--- config.mk ---
export PLATFORM = sky130hd
export DESIGN_NAME = fifo_with_search_and_remove_top
export DESIGN_NICKNAME = d
export VERILOG_FILES = /design/src/rtl/core/fwsr_pkg.sv /design/src/rtl/core/fwsr_engine.sv /design/src/rtl/core/fifo_with_search_and_remove_top.sv
export SDC_FILE = /design/constraint.sdc
export NUM_CORES = 1
export LEC_CHECK = 0
export ABC_AREA = 0
export BUFFER_PORTS_ARGS = -buffer_cell sky130_fd_sc_hd__buf_4
export CAP_MARGIN = 10
export CORE_MARGIN = 2
export CORE_UTILIZATION = 30
export DETAILED_ROUTE_END_ITERATION = 6
export PLACE_DENSITY = 0.49
export SETUP_SLACK_MARGIN = 0.15
export SYNTH_ARGS = -nofsm -noshare
export SYNTH_HDL_FRONTEND = slang
export SYNTH_SLANG_ARGS = --single-unit
--- constraint.sdc ---
create_clock -name clk_i -period 10.1 [get_ports clk_i]
set_input_delay 0 -clock clk_i [delete_from_list [all_inputs] [get_ports clk_i]]
set_output_delay 0 -clock clk_i [all_outputs]
set_load 0.01 [all_outputs]
--- src/rtl/core/fwsr_pkg.sv ---
// ----------------------------------------------------------------------------
// fwsr_pkg
// Shared types and codes for the ordered page queue with search and remove.
// ----------------------------------------------------------------------------
`default_nettype none

package fwsr_pkg;

  // operation codes carried by an input beat
  typedef enum logic [1:0] {
    OP_ENQ    = 2'd0,
    OP_DEQ    = 2'd1,
    OP_REMOVE = 2'd2,
    OP_QUERY  = 2'd3
  } op_e;

  // result status codes
  typedef enum logic [1:0] {
    STAT_OK   = 2'd0,
    STAT_MISS = 2'd1,
    STAT_OVFL = 2'd2
  } status_e;

  localparam int unsigned ValueW = 31;
  localparam int unsigned CountW = 5;

  // input beat
  typedef struct packed {
    op_e                opcode;
    logic [ValueW-1:0]  value;
  } in_t;

  // result beat
  typedef struct packed {
    logic               found;
    logic [ValueW-1:0]  removed_value;
    logic               is_empty;
    logic               is_full;
    logic [CountW-1:0]  entry_count;
    status_e            status;
  } out_t;

  // top level to engine
  typedef struct packed {
    logic start;
    logic take;
    in_t  item;
  } req_t;

  // engine to top level
  typedef struct packed {
    logic idle;
    logic done;
    out_t res;
  } rsp_t;

endpackage

`default_nettype wire

--- src/rtl/core/fwsr_engine.sv ---
// ----------------------------------------------------------------------------
// fwsr_engine
// Entry store and sequencer: one shared read port and comparator walk the
// entries in order for search, then the same port closes the gap on removal.
// ----------------------------------------------------------------------------
`default_nettype none

module fwsr_engine #(
  parameter int unsigned DEPTH = 16
) (
  input  wire logic          clk_i,
  input  wire logic          rst_ni,
  input  wire fwsr_pkg::req_t req_i,
  output fwsr_pkg::rsp_t     rsp_o
);

  localparam int unsigned IW = $clog2(DEPTH);
  localparam int unsigned CW = $clog2(DEPTH + 1);
  localparam logic [CW-1:0] DepthC = CW'(DEPTH);

  typedef enum logic [3:0] {
    S_IDLE   = 4'b0001,
    S_SEARCH = 4'b0010,
    S_SHIFT  = 4'b0100,
    S_RESP   = 4'b1000
  } state_e;

  state_e                          state_q, state_d;
  logic [CW-1:0]                   occ_q, occ_d;
  logic [CW-1:0]                   rd_ptr_q, rd_ptr_d;
  logic                            rd_vld_q, rd_vld_d;
  logic [IW-1:0]                   cmp_idx_q, cmp_idx_d;
  fwsr_pkg::op_e                   op_q, op_d;
  logic [fwsr_pkg::ValueW-1:0]     val_q, val_d;
  logic                            found_q, found_d;
  logic [fwsr_pkg::ValueW-1:0]     removed_q, removed_d;
  fwsr_pkg::status_e               status_q, status_d;

  logic [fwsr_pkg::ValueW-1:0]     mem_q [DEPTH];
  logic [fwsr_pkg::ValueW-1:0]     rd_data_q;
  logic                            mem_we;
  logic [IW-1:0]                   mem_waddr;
  logic [fwsr_pkg::ValueW-1:0]     mem_wdata;
  logic                            rd_en;
  logic                            hit;
  logic                            last;

  // compare of the entry read last cycle; dequeue matches the head
  assign hit  = rd_vld_q && ((op_q == fwsr_pkg::OP_DEQ) || (rd_data_q == val_q));
  // walk finished: nothing in flight and no entry left to read
  assign last = !rd_vld_q && (rd_ptr_q >= occ_q);

  // sequencer
  always_comb begin
    state_d   = state_q;
    occ_d     = occ_q;
    rd_ptr_d  = rd_ptr_q;
    rd_vld_d  = 1'b0;
    cmp_idx_d = cmp_idx_q;
    op_d      = op_q;
    val_d     = val_q;
    found_d   = found_q;
    removed_d = removed_q;
    status_d  = status_q;
    mem_we    = 1'b0;
    mem_waddr = '0;
    mem_wdata = rd_data_q;
    rd_en     = 1'b0;

    unique case (state_q)
      S_IDLE: begin
        if (req_i.start) begin
          op_d      = req_i.item.opcode;
          val_d     = req_i.item.value;
          found_d   = 1'b0;
          removed_d = '0;
          status_d  = fwsr_pkg::STAT_OK;
          rd_ptr_d  = '0;
          case (req_i.item.opcode)
            fwsr_pkg::OP_ENQ: begin
              if (occ_q >= DepthC) begin
                status_d = fwsr_pkg::STAT_OVFL;
              end else begin
                mem_we    = 1'b1;
                mem_waddr = occ_q[IW-1:0];
                mem_wdata = req_i.item.value;
                occ_d     = occ_q + CW'(1);
              end
              state_d = S_RESP;
            end
            fwsr_pkg::OP_DEQ: begin
              if (occ_q == '0) begin
                status_d = fwsr_pkg::STAT_MISS;
                state_d  = S_RESP;
              end else begin
                state_d = S_SEARCH;
              end
            end
            default: begin
              state_d = S_SEARCH;
            end
          endcase
        end
      end

      S_SEARCH: begin
        // issue the next read, one entry per cycle
        if (rd_ptr_q < occ_q) begin
          rd_en     = 1'b1;
          rd_vld_d  = 1'b1;
          cmp_idx_d = rd_ptr_q[IW-1:0];
          rd_ptr_d  = rd_ptr_q + CW'(1);
        end
        if (hit) begin
          found_d = (op_q != fwsr_pkg::OP_DEQ);
          if (op_q == fwsr_pkg::OP_QUERY) begin
            state_d = S_RESP;
          end else begin
            removed_d = rd_data_q;
            state_d   = S_SHIFT;
          end
        end else if (last) begin
          status_d = fwsr_pkg::STAT_MISS;
          state_d  = S_RESP;
        end
      end

      S_SHIFT: begin
        // read entry i+1 while entry i-1 takes the one read last cycle
        if (rd_ptr_q < occ_q) begin
          rd_en     = 1'b1;
          rd_vld_d  = 1'b1;
          cmp_idx_d = rd_ptr_q[IW-1:0];
          rd_ptr_d  = rd_ptr_q + CW'(1);
        end
        if (rd_vld_q) begin
          mem_we    = 1'b1;
          mem_waddr = cmp_idx_q - IW'(1);
          mem_wdata = rd_data_q;
        end
        if (last) begin
          occ_d   = occ_q - CW'(1);
          state_d = S_RESP;
        end
      end

      S_RESP: begin
        if (req_i.take) begin
          state_d = S_IDLE;
        end
      end

      default: begin
        state_d = S_IDLE;
      end
    endcase
  end

  // control registers
  always_ff @(posedge clk_i or negedge rst_ni) begin
    if (!rst_ni) begin
      state_q  <= S_IDLE;
      occ_q    <= '0;
      rd_ptr_q <= '0;
      rd_vld_q <= 1'b0;
    end else begin
      state_q  <= state_d;
      occ_q    <= occ_d;
      rd_ptr_q <= rd_ptr_d;
      rd_vld_q <= rd_vld_d;
    end
  end

  // operation and result registers
  always_ff @(posedge clk_i) begin
    cmp_idx_q <= cmp_idx_d;
    op_q      <= op_d;
    val_q     <= val_d;
    found_q   <= found_d;
    removed_q <= removed_d;
    status_q  <= status_d;
  end

  // entry store, one write and one registered read per cycle
  always_ff @(posedge clk_i) begin
    if (mem_we) begin
      mem_q[mem_waddr] <= mem_wdata;
    end
    if (rd_en) begin
      rd_data_q <= mem_q[rd_ptr_q[IW-1:0]];
    end
  end

  // response
  always_comb begin
    rsp_o.idle              = (state_q == S_IDLE);
    rsp_o.done              = (state_q == S_RESP);
    rsp_o.res.found         = found_q;
    rsp_o.res.removed_value = removed_q;
    rsp_o.res.is_empty      = (occ_q == '0);
    rsp_o.res.is_full       = (occ_q >= DepthC);
    rsp_o.res.entry_count   = fwsr_pkg::CountW'(occ_q);
    rsp_o.res.status        = status_q;
  end

endmodule

`default_nettype wire

--- src/rtl/core/fifo_with_search_and_remove_top.sv ---
// ----------------------------------------------------------------------------
// fifo_with_search_and_remove_top
// Bounded ordered page queue: enqueue, dequeue, remove by value, query.
// ----------------------------------------------------------------------------
// One input beat gives one result beat. The entries sit in a one-port-read,
// one-port-write store that is walked one entry per cycle, so the time an
// item takes follows the occupancy N: enqueue, and dequeue on an empty queue,
// give their result without a walk; query walks to a match at position i, or
// past all N entries on a miss; dequeue and remove search to the match and
// then close the gap with the same read port (query and remove on an empty
// queue find nothing to read and miss). One item is processed at a time; the
// next beat is taken once the result has entered the output register. A new
// beat is taken while a finished result still waits at the output register,
// but a second finished result holds the engine until that register drains.
// Enqueue on a full queue is dropped with overflow status.
`default_nettype none

module fifo_with_search_and_remove_top #(
  parameter int unsigned DEPTH = 16
) (
  input  wire logic           clk_i,
  input  wire logic           rst_ni,
  input  wire logic           in_valid_i,
  output      logic           in_ready_o,
  input  wire fwsr_pkg::in_t  in_data_i,
  output      logic           out_valid_o,
  input  wire logic           out_ready_i,
  output fwsr_pkg::out_t      out_data_o
);

  fwsr_pkg::req_t  req;
  fwsr_pkg::rsp_t  rsp;
  logic            out_valid_q;
  fwsr_pkg::out_t  out_data_q;
  logic            load;

  // result moves out when the output register is free or being drained
  assign load = rsp.done && (!out_valid_q || out_ready_i);

  assign in_ready_o = rsp.idle;

  always_comb begin
    req.start = in_valid_i && rsp.idle;
    req.take  = load;
    req.item  = in_data_i;
  end

  fwsr_engine #(
    .DEPTH (DEPTH)
  ) u_engine (
    .clk_i  (clk_i),
    .rst_ni (rst_ni),
    .req_i  (req),
    .rsp_o  (rsp)
  );

  // output register
  always_ff @(posedge clk_i or negedge rst_ni) begin
    if (!rst_ni) begin
      out_valid_q <= 1'b0;
    end else if (load) begin
      out_valid_q <= 1'b1;
    end else if (out_ready_i) begin
      out_valid_q <= 1'b0;
    end
  end

  always_ff @(posedge clk_i) begin
    if (load) begin
      out_data_q <= rsp.res;
    end
  end

  assign out_valid_o = out_valid_q;
  assign out_data_o  = out_data_q;

  // an accepted beat keeps the engine busy for at least the next cycle
  a_busy_after_start: assert property (@(posedge clk_i) disable iff (!rst_ni)
    (in_valid_i && in_ready_o) |=> !in_ready_o)
    else $error("engine ready right after accepting a beat");

  // an empty queue reports a zero count
  a_empty_count: assert property (@(posedge clk_i) disable iff (!rst_ni)
    (out_valid_o && out_data_o.is_empty) |-> (out_data_o.entry_count == '0))
    else $error("empty flag with nonzero count");

  // overflow is only reported on a full queue
  a_ovfl_full: assert property (@(posedge clk_i) disable iff (!rst_ni)
    (out_valid_o && (out_data_o.status == fwsr_pkg::STAT_OVFL)) |-> out_data_o.is_full)
    else $error("overflow status while not full");

  // a match always carries ok status
  a_found_ok: assert property (@(posedge clk_i) disable iff (!rst_ni)
    (out_valid_o && out_data_o.found) |-> (out_data_o.status == fwsr_pkg::STAT_OK))
    else $error("found with non-ok status");

endmodule

`default_nettype wire
Yosys cells after proc, flatten, opt, wreduce, memory -nomap -nowiden:

Memories as Yosys holds them, arrays and structs flattened. A register that Yosys moved wholly into a read port is not among the register bits.
Index checks and enable logic that the tools add are counted.

* memories: 1
* flip-flop bits (word level): 128
* input port bits: 37
* output and inout bits: 43
* RAM bits: 496

Memories
* u_engine.mem_q: depth 16, bits a word 31, rd ports 1, clocked after Yosys merged registers in 1, wr ports 1, RTL line fwsr_engine.sv:39 `logic [fwsr_pkg::ValueW-1:0] mem_q [DEPTH];`

* add/subtract/negate cells: 4
* $lt $le $gt $ge: 3
* muxes and demuxes: 50
* reduce and logical (&&, ||, !) cells: 23
* equality and inequality tests: 19

Operators with widths (number)
* 31-bit 2-to-1 mux: 7
* 31-bit one-hot mux with 2 select lines: 1
* 4-bit 2-to-1 mux: 10
* 31-bit == test: 1
* 5-bit 2-to-1 mux: 6
* 5-bit one-hot mux with 2 select lines: 2
* 2-bit by 1-bit inequality test with 1-bit output (second input constant): 8
* 4-bit one-hot mux with 2 select lines: 2
* 4-bit one-hot mux with 4 select lines: 1
* 1-bit 2-to-1 mux: 13
* 5-bit by 1-bit adder with 5-bit output (second input constant): 2
* 2-bit 2-to-1 mux: 4
* 2-bit one-hot mux with 2 select lines: 2
* 4-bit AND reduction: 2
* 2-bit nonzero test: 4
* 2-bit inequality test (second input constant): 3
* 2-bit AND reduction: 3
* 3-bit AND reduction: 2
* 5-bit >= comparator: 1
* 5-bit >= comparator (second input constant): 1
* 5-bit logical NOT: 1
* 5-bit less-than comparator: 1
* 5-bit AND reduction: 1
* 5-bit by 1-bit subtractor with 5-bit output (second input constant): 1
* 13 further kinds: 20

Logic depth before layout (Yosys ltp):

Gate-level depths: netlist of the first run.

* word-level depth: 7
* gate-level depth with buffers: 10

Modules after synthesis:

Synthesis of the first run repeated with hierarchy kept, for this count alone.

* cell total of the unflattened synthesis: 1118
* area total of the unflattened synthesis: 25239.2 um^2

By module, submodules not included
* fwsr_engine: area each 23958.0 um^2, times used 1, cells each 1072
* fifo_with_search_and_remove_top: area each 1281.2 um^2, times used 1, cells each 46

Least setup slack after synthesis of the first run:

No wires, ideal clock.

* path kind: register -> register
* start point: register u_engine.state_q[2]
* end point: register u_engine.removed_q[0] (netlist name), enable pin
* slack: 6.039 ns
* arrival time: 3.598 ns
* required time: 9.638 ns
* library setup time: 0.462 ns
* stages on the path, launching flop included: 4
* path buffers: 0
* period minus slack after synthesis: 4.061 ns
* cell sequence: dfrtp_1 -> nor4b_1 -> nand2_1 -> o21ai_0

* cells in the longest elaborated chain, start to end: 4

RTL lines
* start: declaration: RTL line fwsr_engine.sv:28 `state_e state_q, state_d;`
* start signal: assignment: RTL line fwsr_engine.sv:167 `state_q <= state_d;`
* 4-bit by 1-bit == test with 1-bit output: RTL line fwsr_engine.sv:70, fwsr_engine.sv:196
* 1-bit logical AND: RTL line fifo_with_search_and_remove_top.sv:43 `req.start = in_valid_i && rsp.idle;`
* 2-bit by 1-bit inequality test with 1-bit output (no source line)
* 4-bit AND reduction (no source line) (*)
* end signal: assignment: RTL line fwsr_engine.sv:180 `removed_q <= removed_d;`
* end: declaration: RTL line fwsr_engine.sv:36 `logic [fwsr_pkg::ValueW-1:0] removed_q, removed_d;`

Every way passes the cells marked *; elsewhere a longest branch is shown, timed or not.
A chain may end at the register's enable or synchronous reset.

Worst setup path in the final report of the first run:

* start point: register u_engine.state_q[0]
* end point: memory u_engine.mem_q[1][6] (netlist name), enable pin

* cells in the longest elaborated chain, start to end: 6

RTL lines
* 4-bit by 1-bit == test with 1-bit output: RTL line fwsr_engine.sv:70, fwsr_engine.sv:196
* 1-bit logical AND: RTL line fifo_with_search_and_remove_top.sv:43
* 1-bit 2-to-1 mux: RTL line fwsr_engine.sv:72 `if (req_i.start) begin`
* 1-bit one-hot mux with 2 select lines: RTL line fwsr_engine.sv:70 `unique case (state_q)`
* 1-bit 2-to-1 mux: RTL line fwsr_engine.sv:186 `if (mem_we) begin`
* 1-bit 2-to-1 mux (implied by the code): RTL line fwsr_engine.sv:187 `mem_q[mem_waddr] <= mem_wdata;`
* end: declaration: RTL line fwsr_engine.sv:39

Parallel ways exist; a longest one is shown, timed or not.

==> impl_metrics.ini, run 1 <==
[worst_setup_path]
cp_slowest_stage_delay_ns = 0.79
crit-reg2reg-capture = u_engine.mem_q[1][6]
endpoint_kind = register
required_ns = 10.38
critPathKind = reg2reg
cp.arrival_ns = 4.31
reg2regPathDepth = 7
crit_path_end = u_engine.mem_q[1][6]
path_max_fanout = 39
start_kind = register
crit_path_start = u_engine.state_q[0]
cp_slowest_cell = or4_4
cp.depth = 7
rrSetupSlack_ns = 6.07
worst-path-buf-inv = 1
rr_startpoint = u_engine.state_q[0]
crit_family = simple AND/OR/NAND/NOR gates
path_cells = nor4b_4 > nand2_2 > or4_4 > nor3_1 > o22ai_1 > nor2_4 > buf_4

[clock_network]
numCtsBuffers = 73
cts_resized = 0
clk_latency_ns = 0.61
clk_pin_slew_ns = 0.06
clock_sinks = 655
cts_buffer_depth = 3
cts_root_buf = clkbuf_16
cts_max_level = 3
cts_tree = built

[timing]
skew_ns = 0.0199
hold_viol_final = 0
period_share_pct = 39.9
slew_headroom_pct = 23.5
setup_tns_ns = 0
maxSlewViolCount = 0
rsz0062_at_grt = false
max_freq_ghz = 0.248
fin_ws_ns = 6.07
tightest_slew_ns = 1.15
fin_crit_ns = 4.03
finalSetupViolCount = 0

[drt]
drc = 0
wl_per_cell_um = 24.6
dr.first_iter.drc_count = 908
num_vias = 11600
viasPerCell = 4.81
drtAntennaViolNets = 0
firstDrtPassIters = 5
routed_wl_um = 59600

[yosys]
post-synth-top-count-cell = edfxtp_1
yosysWarnings = 0
syn_avg_cell_area_um2 = 22.6
synthTopCellsByArea = edfxtp_1, mux4_2, dfrtp_1
synth_common_cells = edfxtp_1, mux4_2, xor2_1
synthCells = 1107
synth_edf_count = 639
yosysTopAreaCell = edfxtp_1
ys.flop_type = edfxtp_1
synth_async_sr_flop_share_pct = 2.44
synth_top_area_share_pct = 76.5
yosysSeqAreaShare_pct = 78.1
ys_seq_elements = 655
syn_nets = 1155
netlist_area_um2 = 25100
synth_cell_types = 49

[floorplanning]
dieArea_um2 = 85900
dieWidth_um = 293
rows = 106
boundaryPins = 80
core_area_um2 = 83200
start_util_pct = 30.2
die_y_um = 293

[layout]
final_util_pct = 35.9
syn_to_final_growth_pct = 19.2
n_antenna_cell = 0
instances_no_fill = 2418
drive_above_1_share_pct = 32.2
nets = 1331

[power]
p_comb_share_pct = 14.2
intPower_uw = 5150
p_sw_share_pct = 25.0
power_frac_clock_pct = 37.2
max-vdd-ir-drop_uv = 112
switchingPower_uw = 1720
leakagePower_uw = 0.00938
p_seq_share_pct = 48.6
power.density_nw_per_um2 = 230

[place]
place_inst = 2249
dpl.hpwl_um = 33900
place_ws_ns = 5.99
globalplace.congestion = 0.734
port_buffers = 79

[global_routing]
overflow = 0
grt_max_degree = 72
grt_first_pass_wirelength_um = 87300
antenna_found_initial = 2
grt_pass1_vias = 12400
grtUsageTotal_pct = 14.1

[job]
drv_cap = 0

[worst_hold_path]
hold_path_class = in2reg

[run_status]
status = completed
## power groups by stage
| stage | combinational (uW) | sequential (uW) | clock [uW] |
|---|---|---|---|
| after global routing | 1060 | 3360 | 2730 |
| after floorplan | 659 | 3350 | 0 |
| after global placement | 975 | 3400 | 0 |
| after CTS | 1000 | 3340 | 2630 |
| final | 975 | 3340 | 2560 |
| after detailed placement | 985 | 3400 | 0 |
## cells in the final DEF (no fill, tap or decap), types with 2 or more instances in the layout
master | Yosys | layout
a21o_1 | 5 | 5
a21oi_1 | 10 | 9
and2_1 | 31 | 31
buf_4 | 0 | 107
bufinv_16 | 0 | 5
clkbuf_1 | 24 | 7
clkbuf_16 | 0 | 76
clkinv_1 | 0 | 20
clkinv_2 | 0 | 14
clkinvlp_4 | 0 | 4
dfrtp_1 | 15 | 11
dfrtp_2 | 0 | 2
dfrtp_4 | 0 | 2
dlygate4sd3_1 | 0 | 39
edfxtp_1 | 639 | 639
ha_1 | 10 | 10
inv_1 | 16 | 15
inv_2 | 1 | 2
inv_6 | 0 | 2
mux2_2 | 31 | 31
mux2i_1 | 2 | 2
mux4_2 | 155 | 155
nand2_1 | 13 | 13
nand2b_1 | 3 | 3
nand4_1 | 6 | 6
nor2_1 | 28 | 12
nor2_4 | 0 | 16
nor3_1 | 3 | 3
nor4_1 | 8 | 7
o21ai_0 | 15 | 14
o22ai_1 | 3 | 3
o41a_1 | 2 | 2
or2_2 | 2 | 2
or3_1 | 2 | 2
xnor2_1 | 6 | 6
xor2_1 | 35 | 35
## state kept, by name, summed over array words and instances (netlist names)
name	flops
u_engine.rd_ptr_q	5
u_engine.occ_q	5
u_engine.status_q	2
u_engine.found_q	1
u_engine.rd_vld_q	1
u_engine.op_q	2
u_engine.rd_data_q	31
u_engine.removed_q	31
u_engine.cmp_idx_q	4
u_engine.val_q	31
out_data_o	41
u_engine.state_q	4
out_valid_o	1
u_engine.mem_q	496
## repair_timing
item / CTS / global route
hold buffers: 39 / 0
setup buffers: 0 / 0
endpoints found under the hold margin: 521 / 0
## cells by family (layout without fill, tap and decap cells)
kind of cell,after synthesis,after routing,synth area share [%]
and+or+nand+nor,107,107,2.41
buffers and inverters,62,293,0.993
adders and majority gates,11,11,0.579
xor gates and xnor gates,41,41,1.43
AOI/OAI and AO/OA,43,43,1.06
muxes,188,188,15.4
DFF,655,655,78.1
## layer usage
metal  global-route usage, %  vias up  wire (um)
met2                    22.0      322      27800
met4                    3.78        0       1310
met1                    20.1     6251      27400
met5                       0        -          0
met3                    2.89      101       3100
li1                        -     4967          -
## worst min-delay path by stage
stage,end,from,slack (ns),cells after the start
floorplan,out_valid_o,rst_ni,-0.30,0
global placement,u_engine.occ_q[0],rst_ni,-0.12,1
detailed placement,u_engine.occ_q[0],rst_ni,-0.12,1
CTS,u_engine.val_q[8],in_data_i[8],0.08,2
global route,u_engine.val_q[10],in_data_i[10],0.11,2
finish,u_engine.val_q[3],in_data_i[3],0.13,2
## stage by stage
stage / instance area [um^2] / power (uW) / hold slack, ns
3_3_place_gp: 27200 / 4370 / -0.117
4_1_cts: 29900 / 6980 / 0.0842
5_1_grt: 29900 / 7150 / 0.111
6_report: 29900 / 6870 / 0.125
3_5_place_dp: 27200 / 4390 / -0.115
2_1_floorplan: 25100 / 4000 / -0.296
## cell type report
class,count,area [um^2]
clock buffer,83,1930
fill,7571,53300
inverter,17,63.8
tap,1080,1350
sequential,655,19600
clock inverter,47,368
multi-input combinational,390,5390
timing repair buffer,146,1190
Power figures use the tool's default switching activity.
==> inputs of run 2 (changes only) <==
--- a/config.mk
+++ b/config.mk
@@ -5,13 +5,13 @@
 export SDC_FILE = /design/constraint.sdc
 export NUM_CORES = 1
 export LEC_CHECK = 0
-export ABC_AREA = 0
+export ABC_AREA = 1
 export BUFFER_PORTS_ARGS = -buffer_cell sky130_fd_sc_hd__buf_4
 export CAP_MARGIN = 10
 export CORE_MARGIN = 2
 export CORE_UTILIZATION = 30
 export DETAILED_ROUTE_END_ITERATION = 6
-export PLACE_DENSITY = 0.49
+export PLACE_DENSITY = 0.51
 export SETUP_SLACK_MARGIN = 0.15
 export SYNTH_ARGS = -nofsm -noshare
 export SYNTH_HDL_FRONTEND = slang
==> constraint.sdc (replaced) <==
create_clock -name clk_i -period 3.7 [get_ports clk_i]
set_input_delay 0 -clock clk_i [delete_from_list [all_inputs] [get_ports clk_i]]
set_output_delay 0 -clock clk_i [all_outputs]
set_load 0.01 [all_outputs]
==> run 2 against run 1 <==
Net effect: cell area rose by 1.6%; clock power is 150% higher; critical path depth rose by 2; hold slack improved by 0.0011 ns; global-route usage up 0.88 points; largest cell class unchanged.
==> impl_metrics.ini, run 2 <==
[run_status]
status = completed

[yosys]
ys.flop_type = edfxtp_1
synthTopCellsByArea = edfxtp_1, o21ai_0, nor2_1
synthCells = 1891
synth_edf_count = 639
yosysSeqAreaShare_pct = 76.8
syn_avg_cell_area_um2 = 13.5
ys_seq_elements = 655
synth_async_sr_flop_share_pct = 2.44
yosysWarnings = 0
netlist_area_um2 = 25500
syn_nets = 1939
synth_cell_types = 34
yosysTopAreaCell = edfxtp_1
post-synth-top-count-cell = edfxtp_1
synth_top_area_share_pct = 75.2
synth_common_cells = edfxtp_1, nor2_1, o21ai_0

[worst_setup_path]
rr_startpoint = u_engine.state_q[0]
required_ns = 3.93
start_kind = register
crit-reg2reg-capture = u_engine.mem_q[15][10]
endpoint_kind = register
path_max_fanout = 31
rrSetupSlack_ns = 0.59
crit_family = simple AND/OR/NAND/NOR gates
reg2regPathDepth = 9
worst-path-buf-inv = 3
cp.arrival_ns = 3.34
critPathKind = reg2reg
path_cells = inv_1 > nor3_4 > nand2_2 > nor3_4 > inv_2 > o22ai_1 > nand2_1 > nor2_4 > buf_4
cp_slowest_cell = dfstp_2
critPathMostFrequentCell = nor3_4
cp_slowest_stage_delay_ns = 0.53

[clock_network]
clock_sinks = 655
numCtsBuffers = 68
cts_root_buf = clkbuf_16
clk_latency_ns = 0.61
cts_buffer_depth = 3
cts_tree = built
clk_pin_slew_ns = 0.06
cts_max_level = 3
post-cts-setup-buffers = 0

[timing]
tightest_slew_ns = 0.967
hold_slack_ns = 0.126
slew_headroom_pct = 35.1
period_share_pct = 84.0
hold_viol_final = 0
setup_tns_ns = 0
skew_ns = 0.0264
max_freq_ghz = 0.322
maxSlewViolCount = 0
finalSetupViolCount = 0
fin_ws_ns = 0.592
rsz0062_at_grt = false
fin_crit_ns = 3.11

[floorplanning]
rows = 106
dieArea_um2 = 87400
start_util_pct = 30.4
boundaryPins = 80
dieWidth_um = 296
die_y_um = 296
core_area_um2 = 84000

[global_routing]
antenna_found_initial = 1
overflow = 0
grt_pass1_vias = 15500
grtUsageTotal_pct = 15.0
grt_max_degree = 127
grt_first_pass_wirelength_um = 98100

[power]
power.density_nw_per_um2 = 686
max-vdd-ir-drop_uv = 395
total_power_uw = 20800
leakagePower_uw = 0.0101

[place]
place_ws_ns = 0.616
port_buffers = 79
placed_cell_area_um2 = 28000
dpl.hpwl_um = 38700
globalplace.congestion = 0.808

[drt]
drtAntennaViolNets = 0
viasPerCell = 4.86
drc = 0
firstDrtPassIters = 5
dr.first_iter.drc_count = 1477
num_vias = 15700
routed_wl_um = 65600
wl_per_cell_um = 20.3

[worst_hold_path]
hold_path_class = in2reg
whs_endpoint = out_valid_o
hold_depth = 3
min-delay-start = out_ready_i

[layout]
n_antenna_cell = 0
final_cell_mix = edfxtp_1, nor2_1, o21ai_0
design_area_um2 = 30400
largest_reg_flops = 496
syn_to_final_growth_pct = 19.0
top_register = u_engine.mem_q
fillers = 7994
final_common_cell = edfxtp_1
drive_above_1_share_pct = 13.4
nets = 2089

[job]
drv_cap = 0
==> run 2: cell types whose count changed after synthesis, moves of 11 or more <==
cell      previous run  this run
and2_1              31         1
clkbuf_1            24        92
inv_1               16        69
mux2_2              31         0
mux4_2             155         0
nand2_1             13       174
nand3_1              1        57
nor2_1              28       315
o211ai_1             1        12
o21ai_0             15       291
o221ai_1             1        50
o22ai_1              3        75
xnor2_1              6        25
xor2_1              35         5
==> run 2: cells by family (layout without fill, tap and decap cells) <==
family          count (synthesis)  count (layout)  synth area share, %
compound gates                451             451                 10.1
xor+xnor                       30              30                 1.03
fa+ha+maj                      11              11                0.569
buf+inv                       184             387                 2.75
flops                         655             655                 76.8
simple gates                  560             560                 8.75
==> run 2: what timing repair did <==
item	in CTS	in global routing
endpoints found under the hold margin	413	0
hold buffers	38	0
resized for setup	0	0
==> run 2: power by group <==
| part | internal (uW) | switching (uW) |
|---|---|---|
| Clock | 3570 | 2780 |
| Sequential | 9310 | 251 |
| Combinational | 1310 | 3620 |
==> run 2: per-layer routing <==
layer / GRT usage (%) / wire, um / vias up
li1: - / - / 7243
met1: 20.4 / 29200 / 7851
met2: 24.5 / 31100 / 502
met3: 2.32 / 3830 / 80
met4: 5.00 / 1480 / 0
met5: 0 / 0 / -
==> run 2: layout make-up <==
cell class / instances / area [um^2] / share of cell area, %
flip-flops and latches: 655 / 19600 / 64.5
multi-input cells: 1052 / 5380 / 17.7
clock buffers: 90 / 1840 / 6.05
repair buffers: 188 / 1660 / 5.45
well taps: 1134 / 1420 / 4.67
inverters: 76 / 290 / 0.956
clock inverters: 33 / 199 / 0.655
==> run 2: stage by stage <==
step                utilization [%]  cells
floorplan                         -   1891
CTS                            36.2   3228
global placement               33.3   3067
finish                         36.2   3228
global route                   36.2   3228
detailed placement             33.3   3067
==> run 2: worst max-delay path by stage <==
stage	to	startpoint	depth (start not counted)	slack, ns
2_1_floorplan	u_engine.mem_q[10][0]	u_engine.state_q[0]	9	0.26
3_5_place_dp	u_engine.mem_q[5][18]	u_engine.state_q[0]	6	0.62
3_3_place_gp	u_engine.mem_q[5][10]	u_engine.state_q[0]	9	0.74
6_report	u_engine.mem_q[15][10]	u_engine.state_q[0]	9	0.59
4_1_cts	u_engine.mem_q[5][18]	u_engine.state_q[0]	6	0.60
5_1_grt	u_engine.mem_q[15][9]	u_engine.state_q[3]	10	0.43
==> run 2: tightest hold or removal path: cells and delay by family <==
| kind | cells | cell delay (ns) |
|---|---|---|
| buffers and inverters | 2 | 0.62 |
| AOI/OAI and AO/OA | 1 | 0.06 |
